$ cat config.mk
export PLATFORM = sky130hd
export DESIGN_NAME = blink_code_sequencer_flat
export DESIGN_NICKNAME = d
export VERILOG_FILES = /design/src/rtl/bcs_pkg.sv /design/src/rtl/bcs_if.sv /design/src/rtl/bcs_core.sv /design/src/rtl/blink_code_sequencer.sv /design/src/flat_wrapper.sv
export SDC_FILE = /design/constraint.sdc
export NUM_CORES = 1
export LEC_CHECK = 0
export BUFFER_PORTS_ARGS = -buffer_cell sky130_fd_sc_hd__buf_2
export CAP_MARGIN = 10
export CORE_ASPECT_RATIO = 1.25
export CORE_MARGIN = 2
export CORE_UTILIZATION = 30
export DETAILED_ROUTE_END_ITERATION = 8
export SKIP_LAST_GASP = 1
export SLEW_MARGIN = 20
export SYNTH_ARGS = -nofsm -noshare
export SYNTH_HDL_FRONTEND = slang
export SYNTH_SLANG_ARGS = --single-unit
$ cat constraint.sdc
create_clock -name clk -period 17.7 [get_ports clk]
set_input_delay 0.885 -clock clk [delete_from_list [all_inputs] [get_ports clk]]
set_output_delay 0.885 -clock clk [all_outputs]
set_load 0.01 [all_outputs]
$ cat src/rtl/bcs_pkg.sv
// shared types, codes and reset values of the blink code sequencer
`timescale 1ns / 1ps

package bcs_pkg;

    // default widths of durations and code counts
    localparam int TIME_BITS_DEF = 16;
    localparam int CODE_BITS_DEF = 8;

    // item kinds carried in func
    localparam logic [1:0] FUNC_TICK = 2'd0;
    localparam logic [1:0] FUNC_REQ  = 2'd1;
    localparam logic [1:0] FUNC_STOP = 2'd2;

    // configuration register indexes
    localparam int CFG_INDEX_BITS = 3;
    localparam int CFG_DATA_BITS  = 16;
    localparam logic [CFG_INDEX_BITS-1:0] REG_SHORT_HALF  = 3'd0;
    localparam logic [CFG_INDEX_BITS-1:0] REG_LONG_HALF   = 3'd1;
    localparam logic [CFG_INDEX_BITS-1:0] REG_SLOW_SOURCE = 3'd2;
    localparam logic [CFG_INDEX_BITS-1:0] REG_SOURCE_GAP  = 3'd3;
    localparam logic [CFG_INDEX_BITS-1:0] REG_ROUND_GAP   = 3'd4;
    localparam logic [CFG_INDEX_BITS-1:0] REG_ROUND_COUNT = 3'd5;

    // register reset values
    localparam logic [15:0] SHORT_HALF_RST  = 16'd250;
    localparam logic [15:0] LONG_HALF_RST   = 16'd350;
    localparam logic [3:0]  SLOW_SOURCE_RST = 4'd8;
    localparam logic [15:0] SOURCE_GAP_RST  = 16'd500;
    localparam logic [15:0] ROUND_GAP_RST   = 16'd1500;
    localparam logic [7:0]  ROUND_COUNT_RST = 8'd2;

    // sequencer phases, one-hot
    typedef enum logic [6:0] {
        PH_IDLE     = 7'b0000001,
        PH_SRC_ON   = 7'b0000010,
        PH_SRC_OFF  = 7'b0000100,
        PH_GAP1     = 7'b0001000,
        PH_CODE_ON  = 7'b0010000,
        PH_CODE_OFF = 7'b0100000,
        PH_GAP2     = 7'b1000000
    } phase_t;

    // configuration register file
    typedef struct packed {
        logic [15:0] short_half_ms;
        logic [15:0] long_half_ms;
        logic [3:0]  slow_source;
        logic [15:0] source_gap_ms;
        logic [15:0] round_gap_ms;
        logic [7:0]  round_count;
    } cfg_t;

    // one result item
    typedef struct packed {
        logic led_pin;
        logic busy_res;
        logic request_skipped;
    } result_t;

endpackage

$ cat src/rtl/bcs_if.sv
// item channel interfaces of the blink code sequencer
`timescale 1ns / 1ps

interface bcs_in_if;
    logic       valid;
    logic       ready;
    logic [1:0] func;
    logic [3:0] source_id;
    logic [7:0] code_blinks;
    logic       repeat_forever;

    modport source (
        output valid, func, source_id, code_blinks, repeat_forever,
        input  ready
    );
    modport sink (
        input  valid, func, source_id, code_blinks, repeat_forever,
        output ready
    );
endinterface

interface bcs_out_if;
    logic valid;
    logic ready;
    logic led_pin;
    logic busy_res;
    logic request_skipped;

    modport source (
        output valid, led_pin, busy_res, request_skipped,
        input  ready
    );
    modport sink (
        input  valid, led_pin, busy_res, request_skipped,
        output ready
    );
endinterface

$ cat src/rtl/bcs_core.sv
// sequencer state registers and combinational next-state logic
`timescale 1ns / 1ps

module bcs_core #(
    parameter int TIME_BITS = 16,
    parameter int CODE_BITS = 8
) (
    input  logic            clk,
    input  logic            rst_n,
    input  logic            accept,
    input  logic [1:0]      func,
    input  logic [3:0]      source_id,
    input  logic [7:0]      code_blinks,
    input  logic            repeat_forever,
    input  bcs_pkg::cfg_t   cfg,
    output bcs_pkg::result_t result
);
    import bcs_pkg::*;

    localparam logic [32:0] TIME_MAX = (33'd1 << TIME_BITS) - 33'd1;
    localparam logic [16:0] CODE_MAX = (17'd1 << CODE_BITS) - 17'd1;

    typedef struct packed {
        phase_t                phase;
        logic [TIME_BITS-1:0]  time_left;
        logic [CODE_BITS-1:0]  blinks_left;
        logic [7:0]            rounds_left;
        logic [3:0]            held_source_blinks;
        logic [CODE_BITS-1:0]  held_code_blinks;
        logic                  held_forever;
        logic [TIME_BITS-1:0]  held_half_time;
    } seq_state_t;

    seq_state_t           state_reg;
    seq_state_t           state_next;
    logic                 skipped;
    logic [TIME_BITS-1:0] gap1_time;
    logic [TIME_BITS-1:0] gap2_time;

    // clamp a 16-bit duration to the time width
    function automatic logic [TIME_BITS-1:0] sat_time(logic [15:0] v);
        logic [32:0] wide;
        wide = {17'd0, v};
        if (wide > TIME_MAX)
            return TIME_MAX[TIME_BITS-1:0];
        return wide[TIME_BITS-1:0];
    endfunction

    // clamp an 8-bit count to the code width
    function automatic logic [CODE_BITS-1:0] sat_code(logic [7:0] v);
        logic [16:0] wide;
        wide = {9'd0, v};
        if (wide > CODE_MAX)
            return CODE_MAX[CODE_BITS-1:0];
        return wide[CODE_BITS-1:0];
    endfunction

    function automatic seq_state_t start_round(seq_state_t s, logic [TIME_BITS-1:0] g1);
        seq_state_t r;
        r = s;
        r.blinks_left = CODE_BITS'(s.held_source_blinks);
        if (s.held_source_blinks != 4'd0)
        begin
            r.phase     = PH_SRC_ON;
            r.time_left = s.held_half_time;
        end
        else
        begin
            r.phase     = PH_GAP1;
            r.time_left = g1;
        end
        return r;
    endfunction

    function automatic seq_state_t start_code(seq_state_t s, logic [TIME_BITS-1:0] g2);
        seq_state_t r;
        r = s;
        r.blinks_left = s.held_code_blinks;
        if (s.held_code_blinks != '0)
        begin
            r.phase     = PH_CODE_ON;
            r.time_left = s.held_half_time;
        end
        else
        begin
            r.phase     = PH_GAP2;
            r.time_left = g2;
        end
        return r;
    endfunction

    function automatic seq_state_t end_round(seq_state_t s, logic [TIME_BITS-1:0] g1);
        seq_state_t r;
        r = s;
        if (!s.held_forever)
        begin
            if (r.rounds_left != 8'd0)
                r.rounds_left = r.rounds_left - 8'd1;
            if (r.rounds_left == 8'd0)
            begin
                r.phase       = PH_IDLE;
                r.time_left   = '0;
                r.blinks_left = '0;
                return r;
            end
        end
        return start_round(r, g1);
    endfunction

    // advance out of a phase whose time has run out
    function automatic seq_state_t step_phase(seq_state_t s, logic [TIME_BITS-1:0] g1,
                                              logic [TIME_BITS-1:0] g2);
        seq_state_t r;
        r = s;
        case (s.phase)
            PH_SRC_ON:
            begin
                r.phase     = PH_SRC_OFF;
                r.time_left = s.held_half_time;
            end
            PH_SRC_OFF:
            begin
                if (r.blinks_left != '0)
                    r.blinks_left = r.blinks_left - CODE_BITS'(1);
                if (r.blinks_left != '0)
                begin
                    r.phase     = PH_SRC_ON;
                    r.time_left = s.held_half_time;
                end
                else
                begin
                    r.phase     = PH_GAP1;
                    r.time_left = g1;
                end
            end
            PH_GAP1:
                r = start_code(s, g2);
            PH_CODE_ON:
            begin
                r.phase     = PH_CODE_OFF;
                r.time_left = s.held_half_time;
            end
            PH_CODE_OFF:
            begin
                if (r.blinks_left != '0)
                    r.blinks_left = r.blinks_left - CODE_BITS'(1);
                if (r.blinks_left != '0)
                begin
                    r.phase     = PH_CODE_ON;
                    r.time_left = s.held_half_time;
                end
                else
                begin
                    r.phase     = PH_GAP2;
                    r.time_left = g2;
                end
            end
            PH_GAP2:
                r = end_round(s, g1);
            default:
            begin
                r.phase     = PH_IDLE;
                r.time_left = '0;
            end
        endcase
        return r;
    endfunction

    // pass through zero-length pauses, at most one round end
    function automatic seq_state_t settle(seq_state_t s, logic may_end,
                                          logic [TIME_BITS-1:0] g1,
                                          logic [TIME_BITS-1:0] g2);
        seq_state_t r;
        logic       m;
        r = s;
        m = may_end;
        for (int i = 0; i < 4; i++)
        begin
            if (r.phase == PH_GAP1 && r.time_left == '0)
                r = start_code(r, g2);
            else if (r.phase == PH_GAP2 && r.time_left == '0 && m)
            begin
                m = 1'b0;
                r = end_round(r, g1);
            end
        end
        return r;
    endfunction

    // gap times, read live from the registers
    assign gap1_time = sat_time(cfg.source_gap_ms);
    assign gap2_time = sat_time(cfg.round_gap_ms);

    // next state for the item at the input
    always_comb
    begin
        logic        was_gap2;
        logic [15:0] half;
        seq_state_t  tmp;
        state_next = state_reg;
        skipped    = 1'b0;
        was_gap2   = 1'b0;
        half       = 16'd0;
        tmp        = state_reg;
        case (func)
            FUNC_TICK:
            begin
                if (state_reg.phase != PH_IDLE)
                begin
                    if (state_reg.time_left > TIME_BITS'(1))
                        state_next.time_left = state_reg.time_left - TIME_BITS'(1);
                    else
                    begin
                        was_gap2   = (state_reg.phase == PH_GAP2);
                        tmp        = step_phase(state_reg, gap1_time, gap2_time);
                        state_next = settle(tmp, !was_gap2, gap1_time, gap2_time);
                    end
                end
            end
            FUNC_REQ:
            begin
                if (state_reg.phase != PH_IDLE)
                    skipped = 1'b1;
                else
                begin
                    half = (source_id == cfg.slow_source) ? cfg.long_half_ms
                                                          : cfg.short_half_ms;
                    if (half == 16'd0)
                        half = 16'd1;
                    tmp.held_half_time     = sat_time(half);
                    tmp.held_source_blinks = source_id;
                    tmp.held_code_blinks   = sat_code(code_blinks);
                    tmp.held_forever       = repeat_forever;
                    tmp.rounds_left        = (cfg.round_count == 8'd0) ? 8'd1
                                                                       : cfg.round_count;
                    tmp        = start_round(tmp, gap1_time);
                    state_next = settle(tmp, 1'b1, gap1_time, gap2_time);
                end
            end
            FUNC_STOP:
            begin
                state_next.phase       = PH_IDLE;
                state_next.time_left   = '0;
                state_next.blinks_left = '0;
                state_next.rounds_left = 8'd0;
            end
            default:
                state_next = state_reg;
        endcase
    end

    // result fields from the state after the item
    assign result.led_pin = !(state_next.phase == PH_SRC_ON ||
                              state_next.phase == PH_CODE_ON);
    assign result.busy_res        = (state_next.phase != PH_IDLE);
    assign result.request_skipped = skipped;

    // sequencer state
    always_ff @(posedge clk or negedge rst_n)
    begin
        if (!rst_n)
        begin
            state_reg.phase              <= PH_IDLE;
            state_reg.time_left          <= '0;
            state_reg.blinks_left        <= '0;
            state_reg.rounds_left        <= 8'd0;
            state_reg.held_source_blinks <= 4'd0;
            state_reg.held_code_blinks   <= '0;
            state_reg.held_forever       <= 1'b0;
            state_reg.held_half_time     <= '0;
        end
        else if (accept)
            state_reg <= state_next;
    end

endmodule

$ cat src/rtl/blink_code_sequencer.sv
// top level of the blink code sequencer: registers, handshake, result register
`timescale 1ns / 1ps

// Drives an active-low status LED with a two-part blink code.
// item_in carries one item per handshake: a 1 ms tick, a blink request
// (source_id, code_blinks, repeat_forever) or a stop, selected by func.
// Each accepted item yields exactly one result item on result_out, holding
// the LED level, the busy flag and whether the request was skipped.
// The result is registered and is valid the cycle after its item is accepted.
// Throughput: one item per cycle unless result_out stalls; the whole update of
// phase and counters is one pass of combinational logic into the state registers.
// A single result register sits between the channels: item_in stays ready
// while the held result is being taken, and stalls only while result_out
// holds a result that the receiver does not take.
// Configuration goes through cfg_we / cfg_index / cfg_wdata, one register
// per cycle, and is meant to be written while the block is idle.
// Reset (rst_n, asynchronous, active low) sets the registers to their
// defaults, the sequencer to idle and empties the result register.

module blink_code_sequencer #(
    parameter int TIME_BITS = bcs_pkg::TIME_BITS_DEF,
    parameter int CODE_BITS = bcs_pkg::CODE_BITS_DEF
) (
    input  logic                               clk,
    input  logic                               rst_n,
    bcs_in_if.sink                             item_in,
    bcs_out_if.source                          result_out,
    input  logic                               cfg_we,
    input  logic [bcs_pkg::CFG_INDEX_BITS-1:0] cfg_index,
    input  logic [bcs_pkg::CFG_DATA_BITS-1:0]  cfg_wdata
);
    import bcs_pkg::*;

    cfg_t    cfg_reg;
    result_t result_next;
    result_t result_reg;
    logic    out_valid_reg;
    logic    accept;

    // input handshake
    assign item_in.ready = !out_valid_reg || result_out.ready;
    assign accept        = item_in.valid && item_in.ready;

    // configuration registers
    always_ff @(posedge clk or negedge rst_n)
    begin
        if (!rst_n)
        begin
            cfg_reg.short_half_ms <= SHORT_HALF_RST;
            cfg_reg.long_half_ms  <= LONG_HALF_RST;
            cfg_reg.slow_source   <= SLOW_SOURCE_RST;
            cfg_reg.source_gap_ms <= SOURCE_GAP_RST;
            cfg_reg.round_gap_ms  <= ROUND_GAP_RST;
            cfg_reg.round_count   <= ROUND_COUNT_RST;
        end
        else if (cfg_we)
        begin
            case (cfg_index)
                REG_SHORT_HALF:  cfg_reg.short_half_ms <= cfg_wdata;
                REG_LONG_HALF:   cfg_reg.long_half_ms  <= cfg_wdata;
                REG_SLOW_SOURCE: cfg_reg.slow_source   <= cfg_wdata[3:0];
                REG_SOURCE_GAP:  cfg_reg.source_gap_ms <= cfg_wdata;
                REG_ROUND_GAP:   cfg_reg.round_gap_ms  <= cfg_wdata;
                REG_ROUND_COUNT: cfg_reg.round_count   <= cfg_wdata[7:0];
                default:         cfg_reg <= cfg_reg;
            endcase
        end
    end

    // sequencer
    bcs_core #(
        .TIME_BITS (TIME_BITS),
        .CODE_BITS (CODE_BITS)
    ) u_core (
        .clk            (clk),
        .rst_n          (rst_n),
        .accept         (accept),
        .func           (item_in.func),
        .source_id      (item_in.source_id),
        .code_blinks    (item_in.code_blinks),
        .repeat_forever (item_in.repeat_forever),
        .cfg            (cfg_reg),
        .result         (result_next)
    );

    // result valid flag
    always_ff @(posedge clk or negedge rst_n)
    begin
        if (!rst_n)
            out_valid_reg <= 1'b0;
        else if (accept)
            out_valid_reg <= 1'b1;
        else if (result_out.ready)
            out_valid_reg <= 1'b0;
    end

    // result payload
    always_ff @(posedge clk)
    begin
        if (accept)
            result_reg <= result_next;
    end

    assign result_out.valid           = out_valid_reg;
    assign result_out.led_pin         = result_reg.led_pin;
    assign result_out.busy_res        = result_reg.busy_res;
    assign result_out.request_skipped = result_reg.request_skipped;

endmodule
$ cat src/flat_wrapper.sv
// flat-port wrapper written by rule: the top's interface ports become plain ports
module blink_code_sequencer_flat import bcs_pkg::*;
#(
    parameter int TIME_BITS = bcs_pkg::TIME_BITS_DEF,
    parameter int CODE_BITS = bcs_pkg::CODE_BITS_DEF
)
  (clk, rst_n, cfg_we, cfg_index, cfg_wdata, item_in_valid, item_in_func, item_in_source_id, item_in_code_blinks, item_in_repeat_forever, item_in_ready, result_out_valid, result_out_led_pin, result_out_busy_res, result_out_request_skipped, result_out_ready);
  bcs_in_if item_in_i ();
  bcs_out_if result_out_i ();
  input  logic clk;
  input  logic rst_n;
  input  logic cfg_we;
  input  logic [bcs_pkg::CFG_INDEX_BITS-1:0] cfg_index;
  input  logic [bcs_pkg::CFG_DATA_BITS-1:0] cfg_wdata;
  input wire logic [$bits(item_in_i.valid)-1:0] item_in_valid;
  input wire logic [$bits(item_in_i.func)-1:0] item_in_func;
  input wire logic [$bits(item_in_i.source_id)-1:0] item_in_source_id;
  input wire logic [$bits(item_in_i.code_blinks)-1:0] item_in_code_blinks;
  input wire logic [$bits(item_in_i.repeat_forever)-1:0] item_in_repeat_forever;
  output wire logic [$bits(item_in_i.ready)-1:0] item_in_ready;
  output wire logic [$bits(result_out_i.valid)-1:0] result_out_valid;
  output wire logic [$bits(result_out_i.led_pin)-1:0] result_out_led_pin;
  output wire logic [$bits(result_out_i.busy_res)-1:0] result_out_busy_res;
  output wire logic [$bits(result_out_i.request_skipped)-1:0] result_out_request_skipped;
  input wire logic [$bits(result_out_i.ready)-1:0] result_out_ready;
  assign item_in_i.valid = item_in_valid;
  assign item_in_i.func = item_in_func;
  assign item_in_i.source_id = item_in_source_id;
  assign item_in_i.code_blinks = item_in_code_blinks;
  assign item_in_i.repeat_forever = item_in_repeat_forever;
  assign item_in_ready = item_in_i.ready;
  assign result_out_valid = result_out_i.valid;
  assign result_out_led_pin = result_out_i.led_pin;
  assign result_out_busy_res = result_out_i.busy_res;
  assign result_out_request_skipped = result_out_i.request_skipped;
  assign result_out_i.ready = result_out_ready;
  blink_code_sequencer #(.TIME_BITS(TIME_BITS), .CODE_BITS(CODE_BITS)) u_core (.clk(clk), .rst_n(rst_n), .item_in(item_in_i), .result_out(result_out_i), .cfg_we(cfg_we), .cfg_index(cfg_index), .cfg_wdata(cfg_wdata));
endmodule
Word level (Yosys, flattened, before mapping)
Cells that the tools add are included.
{"block": "totals", "regBits": 148, "out_inout_bits": 5, "wordCells": 422, "in_bits": 39}
{"block": "op_classes", "n_eq_ne": 37, "add_sub_neg": 11, "magnitude_cmp": 1, "n_reduce_logical": 92, "mux": 263}
{"op": "$mux W68", "count": 60}
{"op": "$mux W8", "count": 77}
{"op": "$mux W23", "count": 15}
{"op": "$mux W20", "count": 10}
{"op": "$reduce_bool A8 Y1", "count": 21}
{"op": "$mux W37", "count": 4}
{"op": "$logic_not A16 Y1", "count": 9}
{"op": "$pmux W23 S6", "count": 1}
{"op": "$pmux W39 S3", "count": 1}
{"op": "$mux W1", "count": 88}
{"op": "$logic_not A8 Y1", "count": 10}
{"op": "$sub A8 B1 Y8 const B", "count": 10}
{"op": "$eq A7 B4 Y1 const B", "count": 9}
{"op": "$eq A7 B7 Y1 const B", "count": 9}
{"op": "$pmux W29 S2", "count": 1}
{"op": "$mux W16", "count": 3}
{"op": "$mux W45", "count": 1}
{"op": "$reduce_bool A4 Y1", "count": 9}
{"op": "$pmux W8 S4", "count": 1}
{"op": "$logic_and A1 B1 Y1", "count": 24}
{"op": "$gt A16 B1 Y1 const B", "count": 1}
{"op": "$sub A16 B1 Y16 const B", "count": 1}
{"op": "$eq A7 B2 Y1 const B", "count": 2}
{"op": "$eq A7 B5 Y1 const B", "count": 2}
{"op": "other kinds (20)", "count": 35}

Logic depth before layout (Yosys ltp)
Gate-level depths: netlist (run 1).
{"block": "depth", "ltp_word": 110, "mapped_depth": 25, "depth_no_buf": 23}

By module
A second synthesis (run 1) with hierarchy kept.
{"block": "hier_totals", "hier_cells": 1488, "area_unflattened_um2": 12443.2}
{"mod": "bcs_core", "seq_area_each_um2": 1702.9, "area_per_inst_um2": 9360.2, "cells_each": 1316, "n_inst": 1}
{"mod": "blink_code_sequencer", "seq_area_each_um2": 2050.7, "area_per_inst_um2": 3083.0, "cells_each": 172, "n_inst": 1}

Worst setup path before layout (run 1)
Ideal clock, no wire load.
{"block": "synth_path", "kind": "register to register", "startpoint": "register u_core.u_core.state_reg[29] (netlist name)", "endpoint": "register u_core.u_core.state_reg[60] (netlist name)", "required_ns": 17.573, "period_less_slack_ns": 6.278, "setup_time_ns": 0.127, "path_slack_ns": 11.422, "arrival_time_ns": 6.151, "n_path_buf": 3, "stages_incl_launch_ff": 24, "path_cell_list": "dfrtp_1 > clkbuf_1 > inv_1 > ha_1 > buf_2 > or3b_2 > a211oi_1 > o311a_2 > a21oi_2 > a221o_1 > a2111o_1 > nor4_4 > xor2_1 > ha_1 > o311ai_0 > mux2_4 > or3_1 > nor4_1 > a2bb2oi_1 > a21oi_2 > or2_1 > buf_6 > a2111oi_4 > o21ai_1"}
{"block": "synth_via", "elab_chain_cells": 107, "elab_cells_between_ends": 183, "classes_between": "add/sub: 5; eq/ne: 8; mux: 136; reduce/logical: 34"}
{"item": "start: declaration", "line": "bcs_core.sv:34", "rtl": "seq_state_t state_reg;"}
{"item": "start signal: assignment", "line": "bcs_core.sv:273", "rtl": "state_reg <= state_next;"}
{"item": "$sub A8 B1 Y8 or $reduce_bool A8 Y1 (tied branches)", "line": "bcs_core.sv:98, bcs_core.sv:97"}
{"item": "$mux W8", "line": "bcs_core.sv:97", "rtl": "if (r.rounds_left != 8'd0)"}
{"item": "$mux W8", "line": "bcs_core.sv:95", "rtl": "if (!s.held_forever)"}
{"item": "$mux W8", "line": "bcs_core.sv:115", "rtl": "case (s.phase)"}
{"item": "$mux W8", "line": "bcs_core.sv:210", "rtl": "if (state_reg.time_left > TIME_BITS'(1))"}
{"item": "$mux W8", "line": "bcs_core.sv:208", "rtl": "if (state_reg.phase != PH_IDLE)"}
{"item": "$mux W8", "line": "bcs_core.sv:205", "rtl": "case (func)"}
{"item": "$logic_not A8 Y1", "line": "bcs_core.sv:99", "rtl": "if (r.rounds_left == 8'd0)"}
{"item": "(+91 left out)"}
{"item": "$mux W1", "line": "bcs_core.sv:208"}
{"item": "$mux W1", "line": "bcs_core.sv:205"}
{"item": "$mux W68", "line": "bcs_core.sv:107", "rtl": "return start_round(r, g1);"}
{"item": "$mux W68", "line": "bcs_core.sv:181", "rtl": "else if (r.phase == PH_GAP2 && r.time_left == '0 && m)"}
{"item": "$mux W68 (*)", "line": "bcs_core.sv:179", "rtl": "if (r.phase == PH_GAP1 && r.time_left == '0)"}
{"item": "$mux W16 (*)", "line": "bcs_core.sv:210"}
{"item": "$mux W68 (*)", "line": "bcs_core.sv:208"}
{"item": "$pmux W39 S3 (*)", "line": "bcs_core.sv:205"}
Mark *: on every way between the ends. The rest lies on a longest branch, timed or not. The select of a mux whose other input is x is not followed.
A chain may end at the register's enable or synchronous reset.

Worst setup path in the final report (run 1)
{"block": "layout_path", "startpoint": "register u_core.u_core.state_reg[29] (netlist name)", "endpoint": "register u_core.u_core.state_reg[53] (netlist name)"}
The elaborated chain is that of the path after synthesis.

==> results of run 1 <==
## cell usage after synthesis, types with 6 or more instances
library cell | count | area [µm²]
o311ai_0 | 8 | 70.1
dfstp_2 | 28 | 736
clkbuf_1 | 65 | 244
xor2_1 | 20 | 175
a31oi_1 | 9 | 56.3
a22oi_1 | 29 | 218
ha_1 | 7 | 87.6
a211o_1 | 7 | 61.3
nor2_1 | 137 | 514
o211ai_1 | 11 | 82.6
nand2_1 | 181 | 679
or4_1 | 15 | 113
o22ai_1 | 15 | 93.8
a221o_1 | 10 | 100
a21oi_1 | 77 | 385
mux2_2 | 86 | 968
o31ai_1 | 12 | 90.1
o2bb2ai_1 | 8 | 70.1
nand4_1 | 10 | 62.6
nor4b_1 | 6 | 52.6
nor2b_1 | 11 | 68.8
mux2i_1 | 47 | 470
o221ai_1 | 12 | 105
buf_2 | 9 | 45.0
nand3_1 | 23 | 115
inv_1 | 26 | 97.6
o21ai_1 | 13 | 65.1
a31o_2 | 6 | 52.6
nand2b_1 | 12 | 75.1
dfrtp_1 | 117 | 2930
a221oi_1 | 11 | 96.3
o21ai_0 | 79 | 395
o21a_1 | 9 | 67.6
nor4_1 | 40 | 250
and3_1 | 9 | 56.3
and2_1 | 10 | 62.6
nor3_1 | 51 | 255
or3_1 | 24 | 150
a211oi_1 | 16 | 120
xnor2_1 | 8 | 70.1
## worst max-delay path by stage
stage	from	endpoint	slack, ns	cells past startpoint
floorplan	u_core.u_core.state_reg[29]	u_core.u_core.state_reg[60]	11.42	23
global placement	u_core.u_core.state_reg[29]	u_core.u_core.state_reg[53]	10.22	20
detailed placement	u_core.u_core.state_reg[29]	u_core.u_core.state_reg[53]	10.02	20
CTS	u_core.u_core.state_reg[29]	u_core.u_core.state_reg[53]	9.98	20
global route	u_core.u_core.state_reg[29]	u_core.u_core.state_reg[53]	9.40	21
finish	u_core.u_core.state_reg[29]	u_core.u_core.state_reg[53]	9.87	20
## area by class of cell
type	instances	share of cell area, %
Clock buffer	18	3.37
Multi-Input combinational cell	1145	58.1
Sequential cell	148	28.8
Timing Repair Buffer	63	2.85
Inverter	28	0.807
Tap cell	492	4.72
Clock inverter	14	1.27
Antenna cell	1	0.0192
## metrics by stage
step                std cells  util, %  power [mW]  cell area [µm²]  worst slack [ns]
finish                   1909     34.0        2.05            13000              9.87
global route             1908     34.0        2.16            13000              9.40
CTS                      1908     34.0        2.03            13000              9.98
detailed placement       1876     32.4        1.64            12400             10.02
global placement         1876     32.4        1.63            12400             10.22
floorplan                1402        -        1.30            11700             11.42
## logic make-up after synthesis
kind of cell	after synthesis	share of synthesized area [%]
adders and majority gates	7	0.748
muxes	134	12.4
xor gates and xnor gates	28	2.09
AOI/OAI and AO/OA	413	25.2
and+or+nand+nor	563	23.7
buffers and inverters	109	3.75
DFF	148	32.0
## per-layer routing
metal  vias up  routed length (µm)
met2       605               21600
li1       5351                   -
met5         -                   0
met1      5700               18400
met3       157                3360
met4         0                3030
## power by group
part           internal (mW)  switching (mW)
Combinational          0.393           0.675
Clock                  0.216           0.168
Sequential             0.436           0.166
## critical path: stages, from the launching register on
cell       delay (ns)
dfrtp_1          0.53
inv_1            0.16
ha_1             0.38
or4b_4           0.54
o32ai_2          0.25
o311a_2          0.26
a21o_1           0.45
o221ai_1         0.24
or4_1            0.63
nor4_4           0.50
xor2_1           0.32
ha_1             0.31
o311ai_0         0.26
mux2_4           0.36
or3_1            0.43
nor4_1           0.37
a2bb2oi_1        0.31
a21oi_2          0.23
or2_1            0.49
a2111oi_0        0.55
o21ai_1          0.13
==> summary.md, run 1 <==
| Metric | Value |
|---|---|
| Num ports | between 40 and 50 |
| Least-Margin Pin Slew | 1.06 ns |
| Post-CTS Hold Buffers | 0 |
| Static leakage | 4.98 nW |
| GR Util met1 | 27.7% |
| Fin crit period | 7.83 ns |
| Fill cells | 3953 |
| RSZ-0062 raised after global routing | false |
| Crit share post-route | roughly 44% |
| Total number of vias | 11800 |
| Sequential-to-total area share from yosys stat | 32.0% |
| Core ar. | 38300 µm² |
| CP startpoint kind | flop |
| Row count | 80 |
| P&R area growth vs syn | 11.2% |
| VDD IR max | 0.0956 mV |
| Gr usage total | 22.6% |
| Primary FF master, synth | dfrtp_1 |
| Initial antenna violation count | 1 |
| Status | complete, no violations |
| Routability cong. | 0.999 |
| Asr flop ratio synth | between 90% and 100% |
| GR Util met2 | 37.1% |
| Reg2Reg Capture Point | u_core.u_core.state_reg[53] |
| Synth Area per Inst | 8.36 µm² |
| Max FO, Critical Path | 13 |
| Clock Latency Late Sink | 0.44 ns |
| Pwr dens | 158 nW/µm² |
| GRT Residual Overflow | 0 |
| Multi-input gate area | about 7600 µm² |
| Worst Path Required | about 18 ns |
| CTS tree | built |
| Die area | 40700 µm² |
| Cells after Synth | 1402 |
| Initial Util | 30.6% |
| Most frequent cells in the layout | nand2_1 (181), nor2_1 (137), dfrtp_1 (117) |
| NumNets Final | 1449 |
| Total CTS buffers | 17 |
| Wire length of the first global-routing pass | 70600 µm |
| Crit path arrival time | slightly above 8 ns |
| FF+latch count, synth | 148 |
| Most Crowded Layer GR | met2 |
| Die height | 225 µm |
| Crit Path Category | flop to flop |
| Clk sinks | around 150 |
| Port buffer count | 43 |
| Max Freq | about 130 MHz |
| Total wire length | 46400 µm |
| Syn_nets | 1448 |
| Max-cap violations | 0 |
| Post-Route Setup TNS | 0 ns |
| Post-DRT Antenna Nets | 0 |
| Register Area | 3750 µm² |
| Final clock skew | 0.0134 ns |
| Most common cell after layout, fill and taps aside | nand2_1 |
| Die width | 181 µm |
| Number of remaining DRC errors | 0 |
| Vias/cell | 6.19 |
| Crit. End Element | flop |
| DR iter-0 viols | 1254 |
| Max-Slew Margin vs Limit | 28.7% |
| Largest net degree at the start of global routing | 82 |
| Hold Crit Class | input pin to asynchronous set/reset pin |
| Max reg flops | between 70 and 80 |
| Reg-to-reg startpoint | u_core.u_core.state_reg[29] |
| Clock slew seen by the registers of the worst setup and hold paths | 0.07 ns |
| Post-DP HPWL | between 30000 and 40000 µm |
| Met3 Use GR | ~3.9% |
| Final setup violation count | 0 |
| Final hold slack | 0.492 ns |
| R2R Setup Slk | roughly 9.9 ns |
| Yosys cell types | 95 |
| Worst-case reg-to-reg path depth | 20 |
| Final Hold Violating Endpoints | 0 |
| YS warnings | 0 |
| Fin. max-slew vios | 0 |
| Bufs on Longest Clock Path | 2 |
| H-tree depth | 4 |
| Root Driver | clkbuf_16 |
| CTS resizes | 0 |
| Post-synth EDFFs | 3 |
| DR WL/cell | around 24 µm |
| Layout cells sized above 1 | a little under a fifth |
| First-pass iteration count of the detailed router | 6 |
| Synth Cell Area | 11700 µm² |
| Setup repair bufs after CTS | 0 |
| Number of global-route vias before repair | 11400 |
(Power assumes the default switching activity.)
==> inputs of run 2 (changes only) <==
Clock period 17.7 ns to 8 ns, I/O delays scaled along.
==> summary.md, run 2 (synthesized netlist as in run 1, its figures left out) <==
| Metric | Value |
|---|---|
| Status | complete, no violations |
| Root Driver | clkbuf_16 |
| Max reg flops | 76 |
| Max-cap violations | 0 |
| DR iter-0 viols | 1388 |
| P&R area growth vs syn | 11.7% |
| DR WL/cell | 25.0 µm |
| End of the critical path | u_core.u_core.state_reg[60] |
| First-pass iteration count of the detailed router | 5 |
| Largest net degree at the start of global routing | 81 |
| Bufs on Longest Clock Path | 2 |
| Crit-path cells | inv_1 -> ha_1 -> or4b_4 -> o32ai_2 -> o311a_2 -> a21o_1 -> o221ai_1 -> or4_1 -> nor4_4 -> xor2_1 -> ha_1 -> o311ai_0 -> mux2_4 -> or3_1 -> nor4_1 -> a2bb2oi_1 -> a21oi_2 -> or2_1 -> buf_4 -> a2111oi_4 -> o21ai_1 |
| Clk sinks | 148 |
| Tot Pwr | around 4.5 mW |
| CTS tree | built |
| Power Internal | 2.31 mW |
| Hold Crit Class | input pin to asynchronous set/reset pin |
| H-tree depth | 4 |
| Post-DP HPWL | ~36000 µm |
| Sequential power share | between 20 and 30% |
| Post-CTS Hold Buffers | 0 |
| GRT Residual Overflow | 0 |
| Initial antenna violation count | 0 |
| Clock share of power | 18.2% |
| Worst-case reg-to-reg path depth | 21 |
| N_diodes | 0 |
| Crit. End Element | flop |
| GR Util met2 | 39.2% |
| Total wire length | 47900 µm |
| Crit path from | u_core.u_core.state_reg[29] |
| R2R Setup Slk | 0.56 ns |
| VDD IR max | 0.202 mV |
| Fin. max-slew vios | 0 |
| CP startpoint kind | flop |
| GR Util met1 | 28.8% |
| NumNets Final | between 1000 and 1500 |
| Worst Path Required | 8.32 ns |
| Reg-to-reg startpoint | u_core.u_core.state_reg[29] |
| Final clock skew | 0.0140 ns |
| Worst path max stage delay | 0.67 ns |
| Most Crowded Layer GR | met2 |
| Max FO, Critical Path | 13 |
| Sw Pwr | roughly 2.2 mW |
| Crit path arrival time | 7.76 ns |
| Least-Margin Pin Slew | 1.09 ns |
| Logic pwr share | 52.4% |
| Most frequent cells in the layout | nand2_1 (181), nor2_1 (137), dfrtp_1 (117) |
| Post-DRT Antenna Nets | 0 |
| Top cell by count, worst path | ha_1 |
| Post-Route Setup TNS | 0 ns |
| Max Freq | approximately 130 MHz |
| Crit share post-route | 93.0% |
| Total number of vias | 11800 |
| Num ports | 44 |
| Routability cong. | 1.03 |
| Met3 Use GR | 3.12% |
| Number of global-route vias before repair | 11500 |
| Gr usage total | 23.2% |
| Layout cells sized above 1 | 18.5% |
| RSZ-0062 raised after global routing | false |
| Slowest CP cell | or4_1 |
| Port buffer count | 43 |
| Initial Util | between 30% and 40% |
| Fill cells | slightly above 4000 |
| Most common cell after layout, fill and taps aside | nand2_1 |
| Final Hold Violating Endpoints | 0 |
| Die area | ~41000 µm² |
| Die width | 181 µm |
| Multi-input gate area | 7580 µm² |
| Pwr dens | ~350 nW/µm² |
| Wire length of the first global-routing pass | 72400 µm |
| Clock Latency Late Sink | between 0.4 and 0.5 ns |
| Total CTS buffers | 17 |
| Max-Slew Margin vs Limit | 27.0% |
| Switching share of power | a little under 50% |
| Register Area | 3750 µm² |
| Static leakage | between 5 and 6 nW |
| Fin crit period | 7.44 ns |
| Post-layout util | 34.1% |
| Row count | 80 |
| Crit Path Category | flop to flop |
| Final setup violation count | 0 |
| Vias/cell | 6.16 |
| Reg2Reg Capture Point | u_core.u_core.state_reg[60] |
| Die height | ~220 µm |
| Clock slew seen by the registers of the worst setup and hold paths | 0.06 ns |
| Core ar. | 38300 µm² |
| Number of remaining DRC errors | 0 |
run 2: critical path: cells and delay by family (launching register included):
family | cells | cell delay [ns]
adder cells (fa/ha/maj) | 2 | 0.67
buffers and inverters | 2 | 0.38
XOR/XNOR | 1 | 0.31
AND/OR/NAND/NOR | 6 | 2.83
flip-flops | 1 | 0.54
multiplexers | 1 | 0.34
AO/OA/AOI/OAI | 9 | 2.25
run 2: worst min-delay path by stage:
stage	start	end	depth (start not counted)	slack, ns
2_1_floorplan	rst_n	u_core.cfg_reg[0]	0	0.10
3_3_place_gp	u_core.u_core.state_reg[17]	u_core.u_core.state_reg[17]	2	0.49
3_5_place_dp	rst_n	u_core.cfg_reg[72]	1	0.50
4_1_cts	rst_n	u_core.cfg_reg[72]	1	0.03
5_1_grt	rst_n	u_core.cfg_reg[72]	1	0.08
6_report	rst_n	u_core.cfg_reg[72]	1	0.02
run 2: final cells by class:
type,count,share of cell area [%]
clock buffers,20,3.34
clock inverters,12,1.12
inverters,28,0.803
multi-input cells,1145,57.9
flip-flops and latches,148,28.7
well taps,492,4.70
repair buffers,74,3.47
run 2: power groups by stage:
stage	Sequential, mW	Clock [mW]	Combinational (mW)
finish	1.33	0.822	2.37
global route	1.36	0.866	2.57
CTS	1.32	0.834	2.33
detailed placement	1.33	0	2.32
global placement	1.32	0	2.31
floorplan	1.12	0	1.76
run 2: repair_timing:
action | CTS | global route
endpoints found under the setup margin | 0 | 5
gates resized for setup | 0 | 0
setup buffers | 0 | 3
hold endpoints to repair | 0 | 0
run 2: layer usage:
metal	vias up	share of wire (%)	routed length, µm
met5	-	0	0
met2	513	47	22700
met4	0	5.8	2800
met1	5776	41	19700
met3	161	5.7	2730
li1	5364	-	-
run 2: stage by stage:
stage / worst slack (ns) / cell area [µm²] / cells / hold slack (ns)
after floorplan: 1.72 / 11700 / 1402 / 0.104
after global placement: 0.801 / 12500 / 1884 / 0.495
after detailed placement: 0.705 / 12500 / 1884 / 0.498
after CTS: 0.624 / 13100 / 1916 / 0.0335
after global routing: 0.0830 / 13100 / 1919 / 0.0797
final: 0.557 / 13100 / 1919 / 0.0184
==> inputs of run 3 (changes only) <==
==> constraint.sdc (replaced) <==
create_clock -name clk -period 8 [get_ports clk]
set_input_delay 1.2 -clock clk [delete_from_list [all_inputs] [get_ports clk]]
set_output_delay 1.2 -clock clk [all_outputs]
set_load 0.01 [all_outputs]
==> summary.md, run 3 (synthesized netlist as in run 1, its figures left out) <==
| Metric | Value |
|---|---|
| First-pass iteration count of the detailed router | 5 |
| Row count | 80 |
| GRT Residual Overflow | 0 |
| N_diodes | 0 |
| Initial Util | 30.6% |
| P&R area growth vs syn | 11.6% |
| DR iter-0 viols | 1155 |
| Routability cong. | 1.03 |
| Gr usage total | 23.2% |
| NumNets Final | between 1000 and 1500 |
| Total number of vias | 11800 |
| Number of global-route vias before repair | between 10000 and 15000 |
| H-tree depth | 4 |
| Crit path arrival time | 7.79 ns |
| Vias/cell | 6.17 |
| Worst slack, placed | roughly 0.6 ns |
| Top cell by count, worst path | ha_1 |
| Number of remaining DRC errors | 0 |
| Max-Slew Margin vs Limit | 33.3% |
| Initial antenna violation count | 0 |
| Most common cell after layout, fill and taps aside | nand2_1 |
| Post-DRT Antenna Nets | 0 |
| Clock Latency Late Sink | roughly 0.44 ns |
| Worst Path Required | 8.31 ns |
| Fin. max-slew vios | 0 |
| Max-cap violations | 0 |
| Max FO, Critical Path | 13 |
| Fin area | 13100 µm² |
| Clk sinks | about 150 |
| Port buffer count | 43 |
| Crit-path cells | inv_1 -> ha_1 -> or4b_4 -> o32ai_2 -> o311a_2 -> a21o_1 -> o221ai_1 -> or4_1 -> nor4_4 -> xor2_1 -> ha_1 -> o311ai_0 -> mux2_4 -> or3_1 -> nor4_1 -> a2bb2oi_1 -> a21oi_2 -> or2_1 -> buf_4 -> a2111oi_4 -> o21ai_1 |
| Fill cells | 3998 |
| Die width | 181 µm |
| CP startpoint kind | flop |
| Final setup violation count | 0 |
| Hold Crit Class | flop to flop |
| RSZ-0062 raised after global routing | false |
| Crit share post-route | between 90 and 100% |
| Root Driver | clkbuf_16 |
| Num ports | 44 |
| Max reg flops | 76 |
| Register Area | 3750 µm² |
| VDD IR max | a little under 0.2 mV |
| Placed Area | between 10000 and 15000 µm² |
| Slowest CP cell | or4_1 |
| Total wire length | 47400 µm |
| Least-Margin Pin Slew | 0.991 ns |
| DR WL/cell | 24.7 µm |
| Core ar. | 38300 µm² |
| Largest net degree at the start of global routing | 81 |
| Bufs on Longest Clock Path | 2 |
| Pwr dens | about 340 nW/µm² |
| Total CTS buffers | 17 |
| Worst path max stage delay | 0.66 ns |
| Final Hold Violating Endpoints | 0 |
| Max Freq | ~130 MHz |
| Clock slew seen by the registers of the worst setup and hold paths | approximately 0.060 ns |
| Crit. End Element | flop |
| Static leakage | 5.03 nW |
| CTS tree | built |
| Die area | 40700 µm² |
| Crit Path Category | flop to flop |
| Status | complete, no violations |
| Layout cells sized above 1 | a little under a fifth |
| Most frequent cells in the layout | nand2_1 (181), nor2_1 (137), dfrtp_1 (117) |
| Final clock skew | 0.0147 ns |
| Post-Route Setup TNS | 0 ns |
| Multi-input gate area | 7580 µm² |
| Placed instance count | 1886 |
| Wire length of the first global-routing pass | 72000 µm |
| Die height | about 220 µm |
| Setup ws final | 0.515 ns |
| R2R Setup Slk | 0.51 ns |
| Non-filler cells, final | 1920 |
| Post-DP HPWL | 36200 µm |
| Fin crit period | 7.49 ns |
## run 3: path summary, 6_finish.rpt
kind,startpoint,end,depth (start not counted)
min in group asynchronous,rst_n,u_core.cfg_reg[58],1
max in group asynchronous,rst_n,u_core.u_core.state_reg[38],2
worst min-delay path,u_core.cfg_reg[60],u_core.cfg_reg[60],1
worst max-delay path,u_core.u_core.state_reg[29],u_core.u_core.state_reg[52],21
worst min register to register,u_core.cfg_reg[60],u_core.cfg_reg[60],1
worst max register to register,u_core.u_core.state_reg[29],u_core.u_core.state_reg[52],21
## run 3: stage by stage
| stage | hold slack (ns) | util [%] | power (mW) |
|---|---|---|---|
| 6_report | 0.516 | 34.1 | 4.50 |
| 2_1_floorplan | 0.468 | - | 2.87 |
| 4_1_cts | 0.513 | 34.1 | 4.44 |
| 3_5_place_dp | 0.499 | 32.6 | 3.64 |
| 5_1_grt | 0.544 | 34.1 | 4.77 |
| 3_3_place_gp | 0.494 | 32.6 | 3.64 |
## run 3: report_power, final
| part | switching (mW) | leakage (nW) | internal [mW] |
|---|---|---|---|
| clock network | 0.343 | 0.273 | 0.447 |
| logic | 1.50 | 2.96 | 0.879 |
| registers | 0.369 | 1.80 | 0.964 |
## run 3: timing repair
action                                 4_1_cts  5_1_grt
buffers inserted                             0        2
endpoints found under the hold margin        0        0
setup endpoints to repair                    0        7
hold buffers                                 0        0
gates resized for setup                      0        0
## run 3: worst max-delay path: cells and delay by family (launching register included)
family	cells	cell delay, ns
buffers and inverters	2	0.38
XOR/XNOR	1	0.35
AND/OR/NAND/NOR	6	2.79
AO/OA/AOI/OAI	9	2.27
adder cells (fa/ha/maj)	2	0.70
flip-flops	1	0.53
multiplexers	1	0.34
## run 3: routing by layer
metal | vias up | part of all wire (%) | track usage (%) | routed length [µm]
li1 | 5367 | - | - | -
met1 | 5793 | 40 | 28.6 | 19200
met2 | 540 | 47 | 38.1 | 22200
met3 | 149 | 6.5 | 3.89 | 3060
met4 | 0 | 6.2 | 13.6 | 2960
met5 | - | 0 | 0 | 0
## run 3: area by class of cell
| cell class | count | area share (%) |
|---|---|---|
| timing repair buffer | 75 | 3.53 |
| clock inverter | 11 | 0.765 |
| clock buffer | 21 | 3.53 |
| sequential | 148 | 28.7 |
| multi-input combinational | 1145 | 58.0 |
| tap | 492 | 4.71 |
| inverter | 28 | 0.804 |
